<file path="src/rtl/cdda_pkg.sv">
package cdda_pkg;

    localparam int YEAR_W  = 14;
    localparam int MONTH_W = 4;
    localparam int DAY_W   = 5;
    localparam int OFF_W   = 23;
    localparam int ERR_W   = 2;

    localparam int MAX_YEAR_DEF    = 9999;
    localparam int QUEUE_DEPTH_DEF = 2;

    // Day counts of the Gregorian cycles
    localparam int DAYS_400 = 146097;
    localparam int DAYS_100 = 36524;
    localparam int DAYS_4   = 1461;
    localparam int DAYS_1   = 365;

    localparam int DCOUNT_MAX = 4194303;
    localparam int DCOUNT_MIN = -4194304;

    localparam logic REQ_SHIFT = 1'b0;
    localparam logic REQ_DIFF  = 1'b1;

    localparam logic [ERR_W-1:0] ERR_OK    = 2'd0;
    localparam logic [ERR_W-1:0] ERR_DATE  = 2'd1;
    localparam logic [ERR_W-1:0] ERR_RANGE = 2'd2;

    localparam logic [MONTH_W-1:0] MONTH_FEB = 4'd2;
    localparam logic [MONTH_W-1:0] MONTH_DEC = 4'd12;
    localparam logic [DAY_W-1:0]   DAY_LEAP  = 5'd29;

    localparam logic [DAY_W-1:0] MONTH_LEN [13] = '{
        5'd0, 5'd31, 5'd28, 5'd31, 5'd30, 5'd31, 5'd30,
        5'd31, 5'd31, 5'd30, 5'd31, 5'd30, 5'd31
    };

    typedef struct packed {
        logic [YEAR_W-1:0]  year;
        logic [MONTH_W-1:0] month;
        logic [DAY_W-1:0]   day;
    } t_date;

    typedef struct packed {
        logic                    req_type;
        logic                    bad;
        t_date                   prim;
        logic signed [OFF_W-1:0] offset;
        t_date                   other;
    } t_cmd;

    function automatic logic [DAY_W-1:0] f_month_days(input logic leap,
                                                      input logic [MONTH_W-1:0] m);
        logic [DAY_W-1:0] len;
        if (m > MONTH_DEC) begin
            len = '0;
        end else if (m == MONTH_FEB && leap) begin
            len = DAY_LEAP;
        end else begin
            len = MONTH_LEN[m];
        end
        return len;
    endfunction

endpackage

</file>
<file path="src/rtl/cdda_front.sv">
module cdda_front
    import cdda_pkg::*;
#(
    parameter int MAX_YEAR = MAX_YEAR_DEF
) (
    input  logic                    i_start,
    input  logic                    i_full,
    input  logic                    i_req_type,
    input  logic [YEAR_W-1:0]       i_in_year,
    input  logic [MONTH_W-1:0]      i_in_month,
    input  logic [DAY_W-1:0]        i_in_day,
    input  logic signed [OFF_W-1:0] i_day_offset,
    input  logic [YEAR_W-1:0]       i_other_year,
    input  logic [MONTH_W-1:0]      i_other_month,
    input  logic [DAY_W-1:0]        i_other_day,
    output logic                    o_busy,
    output logic                    o_push,
    output t_cmd                    o_cmd
);

    // Structural check; Feb 29 of a common year is left to the back end
    function automatic logic f_bad(input t_date dt);
        return (dt.year == '0) || (32'(dt.year) > 32'(MAX_YEAR)) ||
               (dt.month == '0) || (dt.month > MONTH_DEC) ||
               (dt.day == '0) || (dt.day > f_month_days(1'b1, dt.month));
    endfunction

    t_date w_prim;
    t_date w_other;

    assign w_prim  = '{year: i_in_year, month: i_in_month, day: i_in_day};
    assign w_other = '{year: i_other_year, month: i_other_month, day: i_other_day};

    assign o_busy = i_full;
    assign o_push = i_start && !i_full;

    always_comb begin
        o_cmd.req_type = i_req_type;
        o_cmd.prim     = w_prim;
        o_cmd.offset   = i_day_offset;
        o_cmd.other    = w_other;
        o_cmd.bad      = f_bad(w_prim) || ((i_req_type == REQ_DIFF) && f_bad(w_other));
    end

endmodule

</file>
<file path="src/rtl/cdda_queue.sv">
module cdda_queue
    import cdda_pkg::*;
#(
    parameter int DEPTH = QUEUE_DEPTH_DEF
) (
    input  logic i_clk,
    input  logic i_rst_n,
    input  logic i_push,
    input  t_cmd i_data,
    output logic o_full,
    input  logic i_pop,
    output logic o_empty,
    output t_cmd o_data
);

    localparam int PTR_W = $clog2(DEPTH);
    localparam int CNT_W = $clog2(DEPTH + 1);

    t_cmd             r_mem [DEPTH];
    logic [PTR_W-1:0] r_wr;
    logic [PTR_W-1:0] r_rd;
    logic [CNT_W-1:0] r_count;

    logic w_push;
    logic w_pop;

    assign o_full  = (r_count == CNT_W'(DEPTH));
    assign o_empty = (r_count == '0);
    assign o_data  = r_mem[r_rd];
    assign w_push  = i_push && !o_full;
    assign w_pop   = i_pop && !o_empty;

    always_ff @(posedge i_clk) begin
        if (w_push) begin
            r_mem[r_wr] <= i_data;
        end
    end

    always_ff @(posedge i_clk) begin
        if (!i_rst_n) begin
            r_wr    <= '0;
            r_rd    <= '0;
            r_count <= '0;
        end else begin
            if (w_push) begin
                r_wr <= (r_wr == PTR_W'(DEPTH - 1)) ? '0 : r_wr + PTR_W'(1);
            end
            if (w_pop) begin
                r_rd <= (r_rd == PTR_W'(DEPTH - 1)) ? '0 : r_rd + PTR_W'(1);
            end
            if (w_push && !w_pop) begin
                r_count <= r_count + CNT_W'(1);
            end else if (w_pop && !w_push) begin
                r_count <= r_count - CNT_W'(1);
            end
        end
    end

endmodule

</file>
<file path="src/rtl/cdda_back.sv">
module cdda_back
    import cdda_pkg::*;
#(
    parameter int MAX_YEAR = MAX_YEAR_DEF
) (
    input  logic                    i_clk,
    input  logic                    i_rst_n,
    input  logic                    i_empty,
    input  t_cmd                    i_cmd,
    output logic                    o_pop,
    output logic                    o_strobe,
    output logic [YEAR_W-1:0]       o_out_year,
    output logic [MONTH_W-1:0]      o_out_month,
    output logic [DAY_W-1:0]        o_out_day,
    output logic signed [OFF_W-1:0] o_day_count,
    output logic [ERR_W-1:0]        o_error
);

    localparam int TOTAL_DAYS = MAX_YEAR * 365 + MAX_YEAR / 4 - MAX_YEAR / 100
                                + MAX_YEAR / 400;
    localparam int TD_BITS = $clog2(TOTAL_DAYS + 1);
    localparam int NW      = ((TD_BITS > OFF_W) ? TD_BITS : OFF_W) + 2;
    localparam int YB      = $clog2(MAX_YEAR + 1);
    localparam int PW      = (YB > YEAR_W) ? YB : YEAR_W;

    localparam logic signed [NW-1:0] N_400   = NW'(DAYS_400);
    localparam logic signed [NW-1:0] N_100   = NW'(DAYS_100);
    localparam logic signed [NW-1:0] N_4     = NW'(DAYS_4);
    localparam logic signed [NW-1:0] N_1     = NW'(DAYS_1);
    localparam logic signed [NW-1:0] N_TOTAL = NW'(TOTAL_DAYS);
    localparam logic signed [NW-1:0] N_CMAX  = NW'(DCOUNT_MAX);
    localparam logic signed [NW-1:0] N_CMIN  = NW'(DCOUNT_MIN);

    typedef enum logic [3:0] {
        S_IDLE, S_D400, S_D100, S_D4, S_DYR, S_DMON, S_DEND,
        S_NCHK, S_N400, S_N100, S_N4, S_N1, S_NMON
    } t_state;

    t_state                 r_state;
    t_cmd                   r_cmd;
    logic                   r_second;
    logic [PW-1:0]          r_p;
    logic signed [NW-1:0]   r_acc;
    logic signed [NW-1:0]   r_n1;
    logic [1:0]             r_c100;
    logic [4:0]             r_q;
    logic [1:0]             r_yr;
    logic                   r_leap;
    logic [MONTH_W-1:0]     r_k;
    logic                   r_strobe;
    logic [YEAR_W-1:0]      r_out_year;
    logic [MONTH_W-1:0]     r_out_month;
    logic [DAY_W-1:0]       r_out_day;
    logic signed [OFF_W-1:0] r_day_count;
    logic [ERR_W-1:0]       r_error;

    t_date                w_cur;
    logic signed [NW-1:0] w_n;
    logic signed [NW-1:0] w_shift;
    logic signed [NW-1:0] w_diff;
    logic signed [NW-1:0] w_mdays;
    logic [OFF_W-1:0]     w_count;
    logic [10:0]          w_yr_days;
    logic                 w_leap_d;
    logic                 w_leap_n;

    assign w_cur   = r_second ? r_cmd.other : r_cmd.prim;
    assign w_n     = r_acc + signed'({{(NW - DAY_W){1'b0}}, w_cur.day}) - NW'(1);
    assign w_shift = w_n + signed'({{(NW - OFF_W){r_cmd.offset[OFF_W-1]}}, r_cmd.offset});
    assign w_diff  = r_n1 - w_n;
    assign w_mdays = signed'({{(NW - DAY_W){1'b0}}, f_month_days(r_leap, r_k)});

    // y = 400a + 100c + 4q + r + 1 is leap when r is 3, unless it closes a
    // century that is not the fourth one
    assign w_leap_d = (r_p[1:0] == 2'd3) && ((r_q != 5'd24) || (r_c100 == 2'd3));
    assign w_leap_n = (r_yr == 2'd3) && ((r_q != 5'd24) || (r_c100 == 2'd3));

    always_comb begin
        unique case (r_p[1:0])
            2'd0: w_yr_days = 11'd0;
            2'd1: w_yr_days = 11'd365;
            2'd2: w_yr_days = 11'd730;
            2'd3: w_yr_days = 11'd1095;
        endcase
    end

    always_comb begin
        if (w_diff > N_CMAX) begin
            w_count = N_CMAX[OFF_W-1:0];
        end else if (w_diff < N_CMIN) begin
            w_count = N_CMIN[OFF_W-1:0];
        end else begin
            w_count = w_diff[OFF_W-1:0];
        end
    end

    assign o_pop       = (r_state == S_IDLE) && !i_empty;
    assign o_strobe    = r_strobe;
    assign o_out_year  = r_out_year;
    assign o_out_month = r_out_month;
    assign o_out_day   = r_out_day;
    assign o_day_count = r_day_count;
    assign o_error     = r_error;

    always_ff @(posedge i_clk) begin
        if (!i_rst_n) begin
            r_state  <= S_IDLE;
            r_strobe <= 1'b0;
        end else begin
            r_strobe <= 1'b0;
            unique case (r_state)
                S_IDLE: begin
                    if (!i_empty) begin
                        r_cmd <= i_cmd;
                        if (i_cmd.bad) begin
                            r_strobe    <= 1'b1;
                            r_error     <= ERR_DATE;
                            r_out_year  <= '0;
                            r_out_month <= '0;
                            r_out_day   <= '0;
                            r_day_count <= '0;
                        end else begin
                            r_second <= 1'b0;
                            r_p      <= PW'(i_cmd.prim.year) - PW'(1);
                            r_acc    <= '0;
                            r_c100   <= '0;
                            r_q      <= '0;
                            r_state  <= S_D400;
                        end
                    end
                end
                // date to day number: peel cycles off year - 1
                S_D400: begin
                    if (r_p >= PW'(400)) begin
                        r_p   <= r_p - PW'(400);
                        r_acc <= r_acc + N_400;
                    end else begin
                        r_state <= S_D100;
                    end
                end
                S_D100: begin
                    if (r_p >= PW'(100)) begin
                        r_p    <= r_p - PW'(100);
                        r_acc  <= r_acc + N_100;
                        r_c100 <= r_c100 + 2'd1;
                    end else begin
                        r_state <= S_D4;
                    end
                end
                S_D4: begin
                    if (r_p >= PW'(4)) begin
                        r_p   <= r_p - PW'(4);
                        r_acc <= r_acc + N_4;
                        r_q   <= r_q + 5'd1;
                    end else begin
                        r_state <= S_DYR;
                    end
                end
                S_DYR: begin
                    r_acc   <= r_acc + signed'({{(NW - 11){1'b0}}, w_yr_days});
                    r_leap  <= w_leap_d;
                    r_k     <= 4'd1;
                    r_state <= S_DMON;
                end
                S_DMON: begin
                    if (r_k < w_cur.month) begin
                        r_acc <= r_acc + w_mdays;
                        r_k   <= r_k + 4'd1;
                    end else begin
                        r_state <= S_DEND;
                    end
                end
                S_DEND: begin
                    if (w_cur.month == MONTH_FEB && w_cur.day == DAY_LEAP && !r_leap) begin
                        r_strobe    <= 1'b1;
                        r_error     <= ERR_DATE;
                        r_out_year  <= '0;
                        r_out_month <= '0;
                        r_out_day   <= '0;
                        r_day_count <= '0;
                        r_state     <= S_IDLE;
                    end else if (r_second) begin
                        r_strobe    <= 1'b1;
                        r_error     <= ERR_OK;
                        r_out_year  <= '0;
                        r_out_month <= '0;
                        r_out_day   <= '0;
                        r_day_count <= signed'(w_count);
                        r_state     <= S_IDLE;
                    end else if (r_cmd.req_type == REQ_DIFF) begin
                        r_n1     <= w_n;
                        r_second <= 1'b1;
                        r_p      <= PW'(r_cmd.other.year) - PW'(1);
                        r_acc    <= '0;
                        r_c100   <= '0;
                        r_q      <= '0;
                        r_state  <= S_D400;
                    end else begin
                        r_acc   <= w_shift;
                        r_state <= S_NCHK;
                    end
                end
                S_NCHK: begin
                    if (r_acc < NW'(0) || r_acc >= N_TOTAL) begin
                        r_strobe    <= 1'b1;
                        r_error     <= ERR_RANGE;
                        r_out_year  <= '0;
                        r_out_month <= '0;
                        r_out_day   <= '0;
                        r_day_count <= '0;
                        r_state     <= S_IDLE;
                    end else begin
                        r_p     <= '0;
                        r_c100  <= '0;
                        r_q     <= '0;
                        r_yr    <= '0;
                        r_state <= S_N400;
                    end
                end
                // day number to date: rebuild year - 1 cycle by cycle
                S_N400: begin
                    if (r_acc >= N_400) begin
                        r_acc <= r_acc - N_400;
                        r_p   <= r_p + PW'(400);
                    end else begin
                        r_state <= S_N100;
                    end
                end
                S_N100: begin
                    if (r_c100 != 2'd3 && r_acc >= N_100) begin
                        r_acc  <= r_acc - N_100;
                        r_p    <= r_p + PW'(100);
                        r_c100 <= r_c100 + 2'd1;
                    end else begin
                        r_state <= S_N4;
                    end
                end
                S_N4: begin
                    if (r_acc >= N_4) begin
                        r_acc <= r_acc - N_4;
                        r_p   <= r_p + PW'(4);
                        r_q   <= r_q + 5'd1;
                    end else begin
                        r_state <= S_N1;
                    end
                end
                S_N1: begin
                    if (r_yr != 2'd3 && r_acc >= N_1) begin
                        r_acc <= r_acc - N_1;
                        r_p   <= r_p + PW'(1);
                        r_yr  <= r_yr + 2'd1;
                    end else begin
                        r_leap  <= w_leap_n;
                        r_k     <= 4'd1;
                        r_state <= S_NMON;
                    end
                end
                S_NMON: begin
                    if (r_k != MONTH_DEC && r_acc >= w_mdays) begin
                        r_acc <= r_acc - w_mdays;
                        r_k   <= r_k + 4'd1;
                    end else begin
                        r_strobe    <= 1'b1;
                        r_error     <= ERR_OK;
                        r_out_year  <= YEAR_W'(r_p + PW'(1));
                        r_out_month <= r_k;
                        r_out_day   <= r_acc[DAY_W-1:0] + 5'd1;
                        r_day_count <= '0;
                        r_state     <= S_IDLE;
                    end
                end
                default: begin
                    r_state <= S_IDLE;
                end
            endcase
        end
    end

endmodule

</file>
<file path="src/rtl/calendar_date_day_arithmetic.sv">
// Flow: an item with a date field out of range is answered from the idle state; otherwise
//   each date is converted by stripping year cycles (year - 1 = 400a + 100c + 4q + r) and
//   walking months (month m), and a shift then adds a range check and walks back to a date.
// Queueing: the sequencer takes one item at a time, the next only once idle; the queue ahead
//   of it takes up to QUEUE_DEPTH items while it works, and busy is high only while it is full.
// Reset: synchronous, active low; clears queue and sequencer. o_strobe results cannot be stalled.
module calendar_date_day_arithmetic
    import cdda_pkg::*;
#(
    parameter int MAX_YEAR    = MAX_YEAR_DEF,
    parameter int QUEUE_DEPTH = QUEUE_DEPTH_DEF
) (
    input  logic                    i_clk,
    input  logic                    i_rst_n,
    input  logic                    start,
    output logic                    busy,
    input  logic                    i_req_type,
    input  logic [YEAR_W-1:0]       i_in_year,
    input  logic [MONTH_W-1:0]      i_in_month,
    input  logic [DAY_W-1:0]        i_in_day,
    input  logic signed [OFF_W-1:0] i_day_offset,
    input  logic [YEAR_W-1:0]       i_other_year,
    input  logic [MONTH_W-1:0]      i_other_month,
    input  logic [DAY_W-1:0]        i_other_day,
    output logic                    o_strobe,
    output logic [YEAR_W-1:0]       o_out_year,
    output logic [MONTH_W-1:0]      o_out_month,
    output logic [DAY_W-1:0]        o_out_day,
    output logic signed [OFF_W-1:0] o_day_count,
    output logic [ERR_W-1:0]        o_error
);

    // Front end: check the date fields and pack the request into one command
    // word. An item is taken whenever the queue has room, so busy is just
    // "queue full".
    //
    // Back end: a sequencer turns each date into a day count from 0001-01-01
    // by stripping 400, 100, 4 and 1 year cycles and then walking months.
    // A shift adds the offset, checks the range and walks the same cycles
    // back to a date. A difference converts both dates and subtracts,
    // saturating to the day_count width.

    logic w_push;
    logic w_full;
    logic w_pop;
    logic w_empty;
    t_cmd w_cmd_in;
    t_cmd w_cmd_out;

    cdda_front #(
        .MAX_YEAR (MAX_YEAR)
    ) u_front (
        .i_start       (start),
        .i_full        (w_full),
        .i_req_type    (i_req_type),
        .i_in_year     (i_in_year),
        .i_in_month    (i_in_month),
        .i_in_day      (i_in_day),
        .i_day_offset  (i_day_offset),
        .i_other_year  (i_other_year),
        .i_other_month (i_other_month),
        .i_other_day   (i_other_day),
        .o_busy        (busy),
        .o_push        (w_push),
        .o_cmd         (w_cmd_in)
    );

    // Hold classified items until the sequencer is free
    cdda_queue #(
        .DEPTH (QUEUE_DEPTH)
    ) u_queue (
        .i_clk   (i_clk),
        .i_rst_n (i_rst_n),
        .i_push  (w_push),
        .i_data  (w_cmd_in),
        .o_full  (w_full),
        .i_pop   (w_pop),
        .o_empty (w_empty),
        .o_data  (w_cmd_out)
    );

    cdda_back #(
        .MAX_YEAR (MAX_YEAR)
    ) u_back (
        .i_clk       (i_clk),
        .i_rst_n     (i_rst_n),
        .i_empty     (w_empty),
        .i_cmd       (w_cmd_out),
        .o_pop       (w_pop),
        .o_strobe    (o_strobe),
        .o_out_year  (o_out_year),
        .o_out_month (o_out_month),
        .o_out_day   (o_out_day),
        .o_day_count (o_day_count),
        .o_error     (o_error)
    );

endmodule

</file>
<file path="config.mk">
export PLATFORM = sky130hd
export DESIGN_NAME = calendar_date_day_arithmetic
export DESIGN_NICKNAME = d
export VERILOG_FILES = /design/src/rtl/cdda_pkg.sv /design/src/rtl/cdda_front.sv /design/src/rtl/cdda_queue.sv /design/src/rtl/cdda_back.sv /design/src/rtl/calendar_date_day_arithmetic.sv
export SDC_FILE = /design/constraint.sdc
export NUM_CORES = 1
export LEC_CHECK = 0
export BUFFER_PORTS_ARGS = -buffer_cell sky130_fd_sc_hd__buf_2
export CAP_MARGIN = 20
export CORE_ASPECT_RATIO = 1.1
export CORE_UTILIZATION = 35
export CTS_CLUSTER_DIAMETER = 60
export DETAILED_ROUTE_END_ITERATION = 7
export SKIP_LAST_GASP = 1
export SYNTH_ARGS = -nofsm -noshare
export SYNTH_HDL_FRONTEND = slang
export SYNTH_HIERARCHICAL = 1
export SYNTH_SLANG_ARGS = --single-unit
</file>
<file path="constraint.sdc">
create_clock -name i_clk -period 9.65 [get_ports i_clk]
set_clock_uncertainty 0.05 [all_clocks]
set_input_delay 1.93 -clock i_clk [delete_from_list [all_inputs] [get_ports i_clk]]
set_output_delay 1.93 -clock i_clk [all_outputs]
set_load 0.05 [all_outputs]
</file>
==> summary.txt, run 1 <==
Placement
  – I/O Buffers: 122
  – Detailed-placement wirelength estimate: 56.79 mm
  – Area post-placement: 25370 um2
  – GPL Wtd Cong: 1.003

Logic synthesis
  – Mapped Nets: 2760
  – Number of flops mapped to enable cells by yosys: 325
  – Post-Syn Area per Cell: 9.742 um2
  – Largest family of logic cells by synthesized area: compound AO/OA/AOI/OAI gates
  – Synth cell types: 97
  – Synth Area in Simple Gates: 14.53%
  – Synthesized area: 24310 um2
  – Post-synth top flop: edfxtp_1
  – Syn Inst Count: 2495
  – Post-synthesis compound-gate area fraction: 18.13%
  – Synth warnings: 6
  – Post-synthesis xor/xnor area fraction: 5.266%
  – Flops & latches, synth: 335
  – Multiplexer area fraction after synthesis: 4.782%
  – Synth async-reset ratio: 0%
  – Post-Synth Adder-Cell Area: 10.29%
  – Post-synthesis sequential area ratio: 40.97%

Critical path
  – Slowest stage delay, CP: 750 ps
  – Worst path slowest cell: edfxtp_1
  – CP Class: reg2reg
  – Max FO, Critical Path: 22
  – Worst path arrival time: 7290 ps
  – Worst-path cell chain: inv_1, ha_1, inv_1, ha_1, a21oi_1, nor2_1, or3_1, a211oi_1, xor2_1, inv_1, ha_1, nand2_1, o311a_1, o41a_1, nand2b_1, o41ai_2, a221o_1, a31o_1, a21oi_2, xnor2_2, o21ai_4, a21oi_1
  – CP Data Required Time: 10000 ps
  – CP startpoint kind: flip-flop
  – CP endpoint kind: flip-flop

Routing
  – Total Wirelength: 76.38 mm
  – Iter 0 DRT Violations: 1956
  – DR vias/cell: 5.752
  – ANT nets after route: 0
  – DRC Markers: 0
  – Routed vias: 19920
  – DR WL/cell: 22.05 um
  – Initial DRT Pass Iterations: 7

CTS
  – CTS tree: built
  – # Post-CTS Setup Buffers: 0
  – CTS H-tree depth: 2
  – PostCTS Resize Cnt: 0
  – Root buf cell: clkbuf_16
  – CTS Buf Count: 40
  – Clock buffer depth: 3
  – Clock slew at reported path FFs: 60 ps
  – CTS Hold Bufs: 0
  – Sink Count: 335
  – Worst-skew pair later-pin latency: 570 ps

Layout
  – Design area: 26580 um2
  – Ant diodes: 0
  – # nets final: 2784
  – Area Growth Syn to Fin: 9.358%
  – Layout cells sized above 1: 12.88%

Timing
  – Worst-Margin Slew: 1117 ps
  – Final Hold Fails: 0
  – Unrepaired setup endpoints after global routing: no
  – Worst rel slew slack: 25.46%
  – Setup Viol. Count Final: 0
  – Setup TNS: 0 ps
  – Max Fclk: 144.1 MHz
  – Post-route minimum period: 6937 ps
  – Crit share post-route: 71.89%
  – Max Slew Vio Count: 0

GRT
  – First-pass GRT wire length: 116.4 mm
  – Vias in the first global route: 19360
  – Initial antenna violation count: 0
  – GR Overflow Total: 0
  – Global-route usage over all layers: 21.26%
  – Pin count of the biggest net entering global routing: 72

Status
  – Status: finished clean

Floorplan
  – CORE AREA: 68190 um2
  – FP Rows: 100
  – # IOs: 123
  – DIE AREA: 70510 um2
  – Die Span Y: 278.4 um
  – Starting Density: 35.65%
  – Die width: 253.3 um

Run
  – Max-cap viol count: 0

Worst hold path
  – HP Class: reg2reg
==> per-layer routing <==
metal	vias up	part of all wire [%]	track usage, %
met5	-	0	0
met4	0	3.5	7.786
met3	149	6.7	3.217
met2	799	48	35.56
met1	9722	42	27.63
li1	9254	-	-
==> worst paths after layout <==
path         slack, ps               start  cells after the start                    end
max               2710     u_back/r_acc[2]                     22  u_back/o_day_count[7]
min reg2reg        470  u_queue/r_count[1]                      2     u_queue/r_count[1]
max reg2reg       2710     u_back/r_acc[2]                     22  u_back/o_day_count[7]
min                470  u_queue/r_count[1]                      2     u_queue/r_count[1]
==> cells in the final DEF (no fill, tap or decap), drive strengths merged, types with 73 or more instances in the layout <==
| master | Yosys | final |
|---|---|---|
| ha | 187 | 187 |
| a21oi | 191 | 191 |
| inv | 131 | 136 |
| edfxtp | 325 | 325 |
| nand3 | 73 | 73 |
| xnor2 | 100 | 100 |
| nor2 | 220 | 220 |
| nand2 | 206 | 206 |
| mux2 | 73 | 73 |
| buf | 94 | 152 |
| o21ai | 121 | 121 |
==> synth_stat cells (9+ instances only) <==
cell,number,area [um2]
a211o_1,10,87.58
a211oi_1,10,75.07
a21o_1,30,225.2
a21oi_1,190,950.9
a221oi_1,18,157.7
a22oi_1,15,112.6
a31oi_1,28,175.2
and2_1,17,106.4
and3_1,23,143.9
buf_4,79,593.1
clkbuf_1,76,285.3
dfxtp_1,10,200.2
edfxtp_1,325,9759
ha_1,187,2340
inv_1,127,476.7
mux2_2,73,822.0
mux2i_1,34,340.3
nand2_1,206,773.2
nand2b_1,37,231.5
nand3_1,73,365.4
nand4_1,27,168.9
nor2_1,220,825.8
nor2b_1,30,187.7
nor3_1,54,270.3
nor4_1,10,62.56
o2111ai_1,11,96.34
o211ai_1,34,255.2
o21a_1,21,157.7
o21ai_0,116,580.6
o21bai_1,11,82.58
o221ai_1,28,245.2
o22ai_1,25,156.4
o31ai_1,13,97.59
or2_2,9,56.30
or3_1,20,125.1
xnor2_1,97,849.6
xor2_1,41,359.1
==> stage by stage <==
stage	std cells	util (%)	worst slack (ps)	hold slack (ps)
5_1_grt	3464	38.98	2388	498.8
2_1_floorplan	2495	-	2849	433.3
3_5_place_dp	3395	37.20	2875	468.2
6_report	3464	38.98	2713	470.3
4_1_cts	3464	38.98	2834	475.4
3_3_place_gp	3395	37.20	3080	449.6
==> critical path, delay by kind of cell (launching register included) <==
kind / cells / cell delay (ps)
buffers and inverters: 3 / 370
adder cells (fa/ha/maj): 3 / 1010
AO/OA/AOI/OAI: 10 / 2930
flip-flops: 1 / 750
AND/OR/NAND/NOR: 4 / 770
XOR/XNOR: 2 / 880
==> kinds of logic after synthesis <==
group / after synthesis
AOI/OAI and AO/OA: 660
xor gates and xnor gates: 142
adders and majority gates: 198
buffers and inverters: 302
DFF: 335
muxes: 107
and+or+nand+nor: 751
==> sequential cells by signal, summed over array words and instances (netlist names), 5 cells and up, named ones only <==
signal              count
u_back/o_day_count     23
u_back/r_acc           25
u_back/o_out_year      14
u_back/r_q              5
u_back/r_n1            25
u_back/r_cmd           56
u_back/r_p             14
u_back/o_out_day        5
u_queue/r_mem         142
==> layout make-up <==
cell class / count / area [um2]
Fill cell: 6732 / 41610
Clock inverter: 19 / 167.7
Tap cell: 918 / 1149
Multi-Input combinational cell: 1858 / 12920
Clock buffer: 50 / 1049
Inverter: 132 / 495.5
Sequential cell: 335 / 9963
Timing Repair Buffer: 152 / 835.8
Power of run 1 is not shown: default switching activity piles up to over one toggle a cycle in this logic, so the estimate is an artifact.
==> run 2: changes to the inputs <==
==> constraint.sdc (replaced) <==
create_clock -name i_clk -period 5.6 [get_ports i_clk]
set_clock_uncertainty 0.05 [all_clocks]
set_input_delay 1.12 -clock i_clk [delete_from_list [all_inputs] [get_ports i_clk]]
set_output_delay 1.12 -clock i_clk [all_outputs]
set_load 0.05 [all_outputs]
==> run 2 against run 1 <==
  * The run now ends with setup timing left
  * Via count grew 4.3%
  * Non-clock buffer count grew 186
  * Worst hold slack gained 23 ps
  * Sequential share of layout area shrank 2.9 points
  * Flip-flop and latch count is the same
  * Register-to-register slack lost 3000 ps
  * Die area is the same
  * Critical path type unchanged
  * Largest cell class unchanged
  * Highest routed layer unchanged
==> summary.txt, run 2 (same netlist as run 1, synthesis figures left out) <==
Timing
  – Worst-Margin Slew: 889.6 ps (-227.3 ps)
  – Unrepaired setup endpoints after global routing: yes
  – Post-route minimum period: 5931 ps (-1006 ps)
  – Final Hold Fails: 0 (unchanged)
  – Max Slew Vio Count: 0 (unchanged)
  – Max Fclk: 168.6 MHz (+17%)
  – Worst rel slew slack: 40.69% (+15 points)
  – Setup Viol. Count Final: 28 (+28)
  – Setup WS post-layout: -331.3 ps (-3044 ps)
  – Crit share post-route: 105.9% (+34 points)

Routing
  – Routed vias: 20770 (+4.3%)
  – DRC Markers: 0 (unchanged)
  – Initial DRT Pass Iterations: 5 (-2)
  – DR vias/cell: 5.680 (-1.3%)
  – ANT nets after route: 0 (unchanged)
  – DR WL/cell: 22.27 um (+0.98%)
  – Iter 0 DRT Violations: 1634 (-16%)
  – Total Wirelength: 81.42 mm (+6.6%)

CTS
  – CTS tree: built
  – Root buf cell: clkbuf_16
  – CTS H-tree depth: 2 (unchanged)
  – Clock buffer depth: 3 (unchanged)
  – Sink Count: 335 (unchanged)
  – Worst-skew pair later-pin latency: 580 ps (about the same)
  – CTS Hold Bufs: 0 (unchanged)
  – Clock slew at reported path FFs: 60 ps (about the same)
  – CTS Buf Count: 41 (+2.5%)

GRT
  – Global-route usage over all layers: 22.65% (+1.4 points)
  – Initial antenna violation count: 0 (unchanged)
  – Pin count of the biggest net entering global routing: 72 (unchanged)
  – First-pass GRT wire length: 123.2 mm (+5.9%)
  – Vias in the first global route: 20590 (+6.4%)
  – GR Overflow Total: 0 (unchanged)

Critical path
  – CP endpoint kind: flip-flop
  – Worst path arrival time: 6210 ps (-1080 ps)
  – Reg-to-reg slack, setup: -330 ps (-3040 ps)
  – CP Class: reg2reg
  – Slowest stage delay, CP: 490 ps (-260 ps)
  – Buffers plus inverters on the worst setup path: 8 (+5)
  – CP startpoint kind: flip-flop
  – CP Data Required Time: 5880 ps (-4120 ps)
  – Delay-heaviest family, CP: compound AO/OA/AOI/OAI gates
  – Worst path slowest cell: edfxtp_1
  – Max FO, Critical Path: 14 (-36%)

Status
  – Status: finished, violations left
  – Failing checks: setup timing

Layout
  – # nets final: 2971 (+6.7%)
  – Fin cells: 3657 (+5.6%)
  – Top flop regs: u_queue/r_mem: 142 flops, u_back/r_cmd: 56 flops
  – Commonest cells after routing, fill and taps aside: edfxtp_1 (325), nor2_1 (215), nand2_1 (204)
  – Area Growth Syn to Fin: 18.49%
  – Layout cells sized above 1: 21.66% (+8.8 points)
  – Most flop-heavy register: u_queue/r_mem
  – # fillers: 6507 (-3.3%)
  – Max reg flops: 142 (unchanged)
  – Leading cell type in the layout, fill and taps excluded: edfxtp_1

Floorplan
  – FP Rows: 100 (unchanged)
  – Die Span Y: 278.4 um (unchanged)
  – CORE AREA: 68190 um2 (unchanged)
  – DIE AREA: 70510 um2 (unchanged)
  – Die width: 253.3 um (unchanged)
  – # IOs: 123 (unchanged)
  – Starting Density: 35.65% (unchanged)

Worst hold path
  – HP Class: reg2reg

Placement
  – GPL Wtd Cong: 0.9482 (-5.5%)
  – Detailed-placement wirelength estimate: 60.38 mm (+6.3%)
  – I/O Buffers: 122 (unchanged)
  – Placed cell count: 3542 (+4.3%)

Run
  – Max-cap viol count: 0 (unchanged)
-- run 2: worst paths after layout --
check                                         start               endpoint  cells past startpoint
worst max-delay path                u_back/r_second  u_back/o_day_count[1]                     28
worst min-delay path            u_queue/r_mem[1][1]        u_back/r_cmd[1]                      1
worst max register to register      u_back/r_second  u_back/o_day_count[1]                     28
worst min register to register  u_queue/r_mem[1][1]        u_back/r_cmd[1]                      1
-- run 2: what timing repair did --
| item | CTS | global route |
|---|---|---|
| cloned | 2 | 1 |
| pin swaps | 36 | 18 |
| setup buffers | 26 | 10 |
| setup endpoints to repair | 28 | 31 |
| resized for setup | 62 | 39 |
-- run 2: cell type report --
| type | count | area [um2] | area share [%] |
|---|---|---|---|
| Clock inverter | 27 | 270.3 | 0.9384 |
| Antenna cell | 1 | 2.502 | 0.008688 |
| Timing Repair Buffer | 338 | 2385 | 8.280 |
| Multi-Input combinational cell | 1858 | 13460 | 46.74 |
| Sequential cell | 335 | 9963 | 34.59 |
| Inverter | 132 | 498.0 | 1.729 |
| Tap cell | 918 | 1149 | 3.988 |
| Clock buffer | 48 | 1074 | 3.727 |
-- run 2: per-layer routing --
layer	GRT usage [%]	part of all wire [%]	wire length [um]	vias up
met5	0	0	0	-
met4	9.635	4.0	3218	0
met3	2.955	5.5	4444	185
met2	38.03	48	39090	732
met1	29.08	43	34670	10210
li1	-	-	-	9641
-- run 2: stage by stage --
stage / utilization [%] / cell area, um2 / hold WS (ps) / setup slack (ps) / setup TNS [ps]
after floorplan: - / 24380 / 433.3 / 11.82 / 0
after global placement: 38.96 / 26570 / 449.4 / -182.2 / -3916
after detailed placement: 38.96 / 26570 / 480.3 / -331.5 / -7948
after CTS: 41.77 / 28480 / 498.8 / -129.9 / -2478
after global routing: 42.23 / 28800 / 511.0 / -537.1 / -14070
final: 42.24 / 28800 / 493.6 / -331.3 / -7246
Power of run 2 is left out for the same reason.
